==> src/q4br_pkg.sv <==
// ----------------------------------------------------------------------------
// q4br_pkg
// Shared types, constants and the half-precision bias function for the
// block repacker.
// ----------------------------------------------------------------------------
package q4br_pkg;

  localparam int unsigned BlockBytes = 18;
  localparam int unsigned PosW       = 5;
  localparam int unsigned QDepth     = 2;

  // one finished block: scale and the four element words
  typedef struct packed {
    logic [15:0] scale;
    logic [31:0] w0;
    logic [31:0] w1;
    logic [31:0] w2;
    logic [31:0] w3;
  } blk_t;

  // Compute -8 * h in half precision (exact, overflowing to infinity, or NaN for a NaN input).
  function automatic logic [15:0] neg_eight(input logic [15:0] h);
    logic        sgn;
    logic [4:0]  e;
    logic [9:0]  f;
    logic [12:0] m8;
    logic [15:0] r;
    sgn = ~h[15];
    e   = h[14:10];
    f   = h[9:0];
    m8  = {f, 3'b000};
    r   = '0;
    if (e == 5'h1f) begin
      r = (f != 10'd0) ? {sgn, 5'h1f, 10'h200} : {sgn, 5'h1f, 10'h000};
    end else if (e == 5'd0) begin
      // subnormal: scale up and renormalize at most three steps
      if (m8 < 13'h400) begin
        r = {sgn, 5'd0, m8[9:0]};
      end else if (m8[12]) begin
        r = {sgn, 5'd3, m8[11:2]};
      end else if (m8[11]) begin
        r = {sgn, 5'd2, m8[10:1]};
      end else begin
        r = {sgn, 5'd1, m8[9:0]};
      end
    end else if ({1'b0, e} + 6'd3 >= 6'd31) begin
      r = {sgn, 5'h1f, 10'h000};
    end else begin
      r = {sgn, e + 5'd3, f};
    end
    return r;
  endfunction

endpackage

==> src/q4_block_repack.sv <==
// ----------------------------------------------------------------------------
// q4_block_repack
// Repack 18-byte 4-bit quantized blocks into scale, bias and four nibble words.
// ----------------------------------------------------------------------------
// One byte is taken per cycle while valid and not stalled; every 18th byte completes a block,
// which enters a two-entry queue and is offered from the next cycle on. The
// result carries the scale, -8 * scale in half precision and the elements
// repacked eight nibbles to a word. Input stalls only when both queue entries
// hold blocks not yet taken by the output side.
module q4_block_repack (
  input  logic        clk_i,
  input  logic        rst_ni,
  input  logic        in_valid,
  output logic        in_stall,
  input  logic [7:0]  data_byte_i,
  output logic        out_valid,
  input  logic        out_stall,
  output logic [15:0] scale_half_o,
  output logic [15:0] bias_half_o,
  output logic [31:0] packed_word0_o,
  output logic [31:0] packed_word1_o,
  output logic [31:0] packed_word2_o,
  output logic [31:0] packed_word3_o
);

  logic           push;
  logic           full;
  q4br_pkg::blk_t blk;

  q4br_front u_front (
    .clk_i, .rst_ni, .in_valid, .in_stall, .data_byte_i,
    .push_o(push), .push_blk_o(blk), .full_i(full)
  );

  q4br_back u_back (
    .clk_i, .rst_ni, .push_i(push), .push_blk_i(blk), .full_o(full),
    .out_valid, .out_stall, .scale_half_o, .bias_half_o,
    .packed_word0_o, .packed_word1_o, .packed_word2_o, .packed_word3_o
  );

endmodule

==> src/q4br_front.sv <==
// ----------------------------------------------------------------------------
// q4br_front
// Track the byte position, assemble scale and nibble words, and push one
// finished block per 18 bytes.
// ----------------------------------------------------------------------------
module q4br_front (
  input  logic                 clk_i,
  input  logic                 rst_ni,
  input  logic                 in_valid,
  output logic                 in_stall,
  input  logic [7:0]           data_byte_i,
  output logic                 push_o,
  output q4br_pkg::blk_t       push_blk_o,
  input  logic                 full_i
);

  logic [q4br_pkg::PosW-1:0] pos_q, pos_d;
  logic [15:0]  scale_q;
  logic [31:0]  w_q [4];
  logic         acc;
  logic         last;
  logic [3:0]   j;
  logic [15:0]  scale_n;
  logic [31:0]  w_n [4];

  assign in_stall = full_i;
  assign acc  = in_valid && !full_i;
  assign last = (pos_q == q4br_pkg::PosW'(q4br_pkg::BlockBytes - 1));
  assign j    = 4'(pos_q - q4br_pkg::PosW'(2));

  // merge the current byte into scale and nibble words
  always_comb begin
    scale_n = scale_q;
    for (int k = 0; k < 4; k++) w_n[k] = w_q[k];
    if (pos_q == '0) begin
      scale_n[7:0] = data_byte_i;
    end else if (pos_q == q4br_pkg::PosW'(1)) begin
      scale_n[15:8] = data_byte_i;
    end else begin
      w_n[{1'b0, j[3]}][{j[2:0], 2'b00} +: 4] = data_byte_i[3:0];
      w_n[{1'b1, j[3]}][{j[2:0], 2'b00} +: 4] = data_byte_i[7:4];
    end
  end

  // advance the position, wrap at the block end
  always_comb begin
    pos_d = pos_q;
    if (acc) pos_d = last ? '0 : pos_q + q4br_pkg::PosW'(1);
  end

  always_ff @(posedge clk_i or negedge rst_ni) begin
    if (!rst_ni) begin
      pos_q <= '0;
    end else begin
      pos_q <= pos_d;
    end
  end

  always_ff @(posedge clk_i) begin
    if (acc) begin
      scale_q <= scale_n;
      for (int k = 0; k < 4; k++) w_q[k] <= w_n[k];
    end
  end

  assign push_o     = acc && last;
  assign push_blk_o = '{scale: scale_n, w0: w_n[0], w1: w_n[1], w2: w_n[2], w3: w_n[3]};

`ifndef NO_ASSERTIONS
  a_pos_range: assert property (@(posedge clk_i) disable iff (!rst_ni)
    pos_q < q4br_pkg::PosW'(q4br_pkg::BlockBytes))
    else $error("position out of range");
  a_wrap: assert property (@(posedge clk_i) disable iff (!rst_ni)
    push_o |=> pos_q == '0)
    else $error("position did not wrap after block");
  a_push_full: assert property (@(posedge clk_i) disable iff (!rst_ni)
    push_o |-> !full_i)
    else $error("push into full queue");
`endif

endmodule

==> src/q4br_back.sv <==
// ----------------------------------------------------------------------------
// q4br_back
// Two-entry queue of finished blocks; compute the bias on the way out.
// ----------------------------------------------------------------------------
module q4br_back (
  input  logic                 clk_i,
  input  logic                 rst_ni,
  input  logic                 push_i,
  input  q4br_pkg::blk_t       push_blk_i,
  output logic                 full_o,
  output logic                 out_valid,
  input  logic                 out_stall,
  output logic [15:0]          scale_half_o,
  output logic [15:0]          bias_half_o,
  output logic [31:0]          packed_word0_o,
  output logic [31:0]          packed_word1_o,
  output logic [31:0]          packed_word2_o,
  output logic [31:0]          packed_word3_o
);

  q4br_pkg::blk_t mem_q [q4br_pkg::QDepth];
  logic           wp_q, rp_q;
  logic [1:0]     cnt_q, cnt_d;
  logic           pop;
  q4br_pkg::blk_t head;

  assign pop       = out_valid && !out_stall;
  assign out_valid = (cnt_q != 2'd0);
  assign full_o    = (cnt_q == 2'(q4br_pkg::QDepth));
  assign head      = mem_q[rp_q];

  // hold the count, step on push and pop
  always_comb begin
    cnt_d = cnt_q + 2'(push_i) - 2'(pop);
  end

  always_ff @(posedge clk_i or negedge rst_ni) begin
    if (!rst_ni) begin
      wp_q  <= 1'b0;
      rp_q  <= 1'b0;
      cnt_q <= '0;
    end else begin
      cnt_q <= cnt_d;
      if (push_i) wp_q <= ~wp_q;
      if (pop)    rp_q <= ~rp_q;
    end
  end

  always_ff @(posedge clk_i) begin
    if (push_i) mem_q[wp_q] <= push_blk_i;
  end

  assign scale_half_o   = head.scale;
  assign bias_half_o    = q4br_pkg::neg_eight(head.scale);
  assign packed_word0_o = head.w0;
  assign packed_word1_o = head.w1;
  assign packed_word2_o = head.w2;
  assign packed_word3_o = head.w3;

`ifndef NO_ASSERTIONS
  a_cnt_max: assert property (@(posedge clk_i) disable iff (!rst_ni)
    cnt_q <= 2'(q4br_pkg::QDepth))
    else $error("queue count overflow");
  a_no_push_full: assert property (@(posedge clk_i) disable iff (!rst_ni)
    full_o |-> !push_i)
    else $error("push while full");
  a_ptr: assert property (@(posedge clk_i) disable iff (!rst_ni)
    (cnt_q == 2'd0 || cnt_q == 2'd2) |-> wp_q == rp_q)
    else $error("pointers disagree with count");
`endif

endmodule

==> config.mk <==
export PLATFORM = sky130hd
export DESIGN_NAME = q4_block_repack
export DESIGN_NICKNAME = d
export VERILOG_FILES = /design/src/q4br_pkg.sv /design/src/q4_block_repack.sv /design/src/q4br_front.sv /design/src/q4br_back.sv
export SDC_FILE = /design/constraint.sdc
export NUM_CORES = 1
export LEC_CHECK = 0
export BUFFER_PORTS_ARGS = -buffer_cell sky130_fd_sc_hd__buf_2
export CAP_MARGIN = 20
export CORE_ASPECT_RATIO = 0.6
export CORE_UTILIZATION = 53
export CTS_CLUSTER_SIZE = 28
export DETAILED_ROUTE_END_ITERATION = 6
export PLACE_DENSITY_LB_ADDON = 0.25
export SYNTH_ARGS = -nofsm -noshare
export SYNTH_HDL_FRONTEND = slang
export SYNTH_SLANG_ARGS = --single-unit
==> constraint.sdc <==
create_clock -name clk_i -period 11.4 [get_ports clk_i]
set_clock_uncertainty 0.05 [all_clocks]
set_input_delay 1.14 -clock clk_i [delete_from_list [all_inputs] [get_ports clk_i]]
set_output_delay 1.14 -clock clk_i [all_outputs]
set_load 0.01 [all_outputs]
==> impl_metrics.yaml <==
pwr:
  p_seq_frac: 0.449
  power.internal_mw: 3.53
  p_switching_mw: 1.57
  ir_drop_uv: 142
  combinationalPowerShare: 0.300
  power_frac_clock: 0.251
  power_density_nw_per_um2: 245
  p_leak_nw: 7.34
  swShare: 0.307
sta:
  timing.final.crit_period_ns: 4.95
  max_slew.worst_pin.slew_ns: 1.07
  fmax_mhz: 202
  grt_setup_unrepaired: "false"
  tns_ns: 0
  hold_violations: 0
  setup_violations: 0
  period_share: 0.434
  final_max_slew_viol_count: 0
  slew_headroom: 0.289
clocking:
  clkSinkCount: 441
  hold_buffers: 0
  cts_buffers: 40
  cts_setup_buffers: 0
  clk_latency_ns: 0.55
  clockRootBuffer: "clkbuf_16"
  cts_max_path_buffers: 3
  htreeDepth: 2
  clk_pin_slew_ns: 0.07
  post_cts_resized: 0
  cts_tree: "yes"
routing:
  drc: 0
  final_antenna_net_count: 0
  wl_mm: 36.8
  drtIter0Drc: 838
  vias: 9637
  via_per_inst: 5.61
  wl_per_cell_um: 21.4
  dr.pass1.iters: 5
floorplan:
  dieArea_um2: 35200
  core.rowCount: 52
  initial_core_util: 0.540
  die_y_um: 146
  die-width_um: 242
  fp.coreArea_um2: 33800
  num_io_pins: 174
critical_path:
  path_max_fanout: 77
  cp-start-kind: "flop"
  required_ns: 10.21
  crit_arrival_ns: 3.76
  reg2reg_to: "u_back.mem_q[1][54]"
  rr_worst_depth: 7
  worstSetupEndpointType: "output pin"
  worstSetupPathType: "reg2out"
  worst_r2r_startpoint: "u_front.pos_q[1]"
  reg2reg_slack_ns: 7.54
global_routing:
  antenna_found_initial: 1
  grt_pass1_wl_mm: 56.2
  grt_max_degree: 87
  grt_pass1_vias: 9323
  track_usage: 0.209
  overflow: 0
logic_synthesis:
  synth_top_area_frac: 0.711
  synthFlopType: "edfxtp_1"
  synth_seq_area_share: 0.723
  avgSynthCellArea_um2: 17.5
  synth_commonest_cells: "edfxtp_1 (432), mux2_2 (233), nand2_1 (64), inv_1 (50), mux2i_1 (42)"
  yosysTopAreaCell: "edfxtp_1"
  synthCells: 1044
  netlist_area_um2: 18200
  synth-async-reset-ratio: 0.0204
  synth_nets: 1070
  ys_ff_latch: 441
  yosys.cell_count.top_type: "edfxtp_1"
  yosys.cell_types.count: 57
  synth_edf_count: 432
  synth_area_leaders: "edfxtp_1 (71%), mux2_2 (14%), mux2i_1 (2.3%), nand2_1 (1.3%), dfrtp_1 (1.2%)"
  ys_warn_count: 0
layout:
  area_growth_syn_to_layout_pct: 14.0
  final_cells: 1717
  drive_gt1_frac: 0.399
  fill_cells: 2456
  diodes: 0
  fin_nets: 1256
placement:
  place_inst: 1646
  gp_congestion: 0.863
  hpwl_mm: 22.9
  port_buffers: 173
run:
  maxCapViolations: 0
worst_hold_path:
  min_path_type: "in2async"
outcome:
  status: "completed"
==> metrics by stage <==
step                total power, mW  area, um^2  setup slack (ns)  hold WS [ns]   util
floorplan                      3.39       18300              2.37         0.428      -
global placement               3.81       19600              6.76         0.446  0.579
detailed placement             3.86       19600              6.98         0.454  0.580
CTS                            5.13       20800              6.47         0.395  0.616
global route                   5.33       20800              6.29         0.406  0.616
finish                         5.09       20800              6.45         0.414  0.616
==> placed cells by master (no fill, tap or decap), drive strengths merged, types with 4 or more instances in the layout <==
cell    count
and2       18
nor2b       4
buf       182
a21oi       8
nor3       15
dfrtp       9
nand2      64
a211o       4
nand3       6
nor4b       4
ha         14
o21ai      21
mux2      242
clkbuf     57
clkinv     10
nor2       15
nand2b      4
edfxtp    432
mux2i      42
o22ai      11
inv        50
==> area by class of cell <==
type,count,area (um^2),share of cell area
Sequential cell,441,13200,0.635
Multi-Input combinational cell,515,4660,0.224
Clock buffer,57,1120,0.0537
Timing Repair Buffer,182,953,0.0458
Tap cell,459,574,0.0276
Inverter,50,193,0.00926
Clock inverter,13,103,0.00493
==> power groups by stage <==
stage          Clock, mW  Sequential [mW]  Combinational (mW)
2_1_floorplan          0             2.29                1.10
3_3_place_gp           0             2.31                1.50
3_5_place_dp           0             2.32                1.54
4_1_cts             1.30             2.29                1.55
5_1_grt             1.36             2.30                1.66
6_report            1.28             2.29                1.53
==> logic make-up after synthesis <==
group           count (synthesis)  share of synthesized area
flops                         441                      0.723
mux                           284                      0.174
compound gates                 70                     0.0299
buf+inv                        88                     0.0219
simple gates                  143                     0.0394
xor+xnor                        4                    0.00192
fa+ha+maj                      14                    0.00960
==> sequential cells by signal, summed over array words and instances, names as in the netlist <==
register,flops
u_back.cnt_q,2
u_front.w_q,128
u_back.mem_q,288
u_back.rp_q,1
u_back.wp_q,1
u_front.scale_q,16
u_front.pos_q,5
==> worst max path at each step <==
stage | start | to | slack, ns | cells past startpoint
3_3_place_gp | in_valid | u_back.mem_q[1][30] | 6.76 | 5
2_1_floorplan | in_valid | u_back.mem_q[0][0] | 2.37 | 4
4_1_cts | u_back.rp_q | bias_half_o[15] | 6.47 | 4
6_report | u_back.rp_q | bias_half_o[15] | 6.45 | 4
3_5_place_dp | in_valid | u_back.mem_q[1][21] | 6.98 | 6
5_1_grt | u_back.rp_q | scale_half_o[15] | 6.29 | 5
==> layer usage <==
metal / wire, um / share of wire / global-route usage
met1: 18200 / 0.50 / 0.333
met2: 15700 / 0.43 / 0.291
met3: 2250 / 0.061 / 0.0457
met4: 603 / 0.016 / 0.0481
met5: 0 / 0 / 0
==> worst max-delay path, cell delays in order (launching register included) <==
cell,delay (ns)
dfrtp_4,0.55
buf_4,0.84
buf_4,0.91
mux2i_1,0.53
buf_2,0.22
No activity file was read; power rests on OpenSTA's default activity.
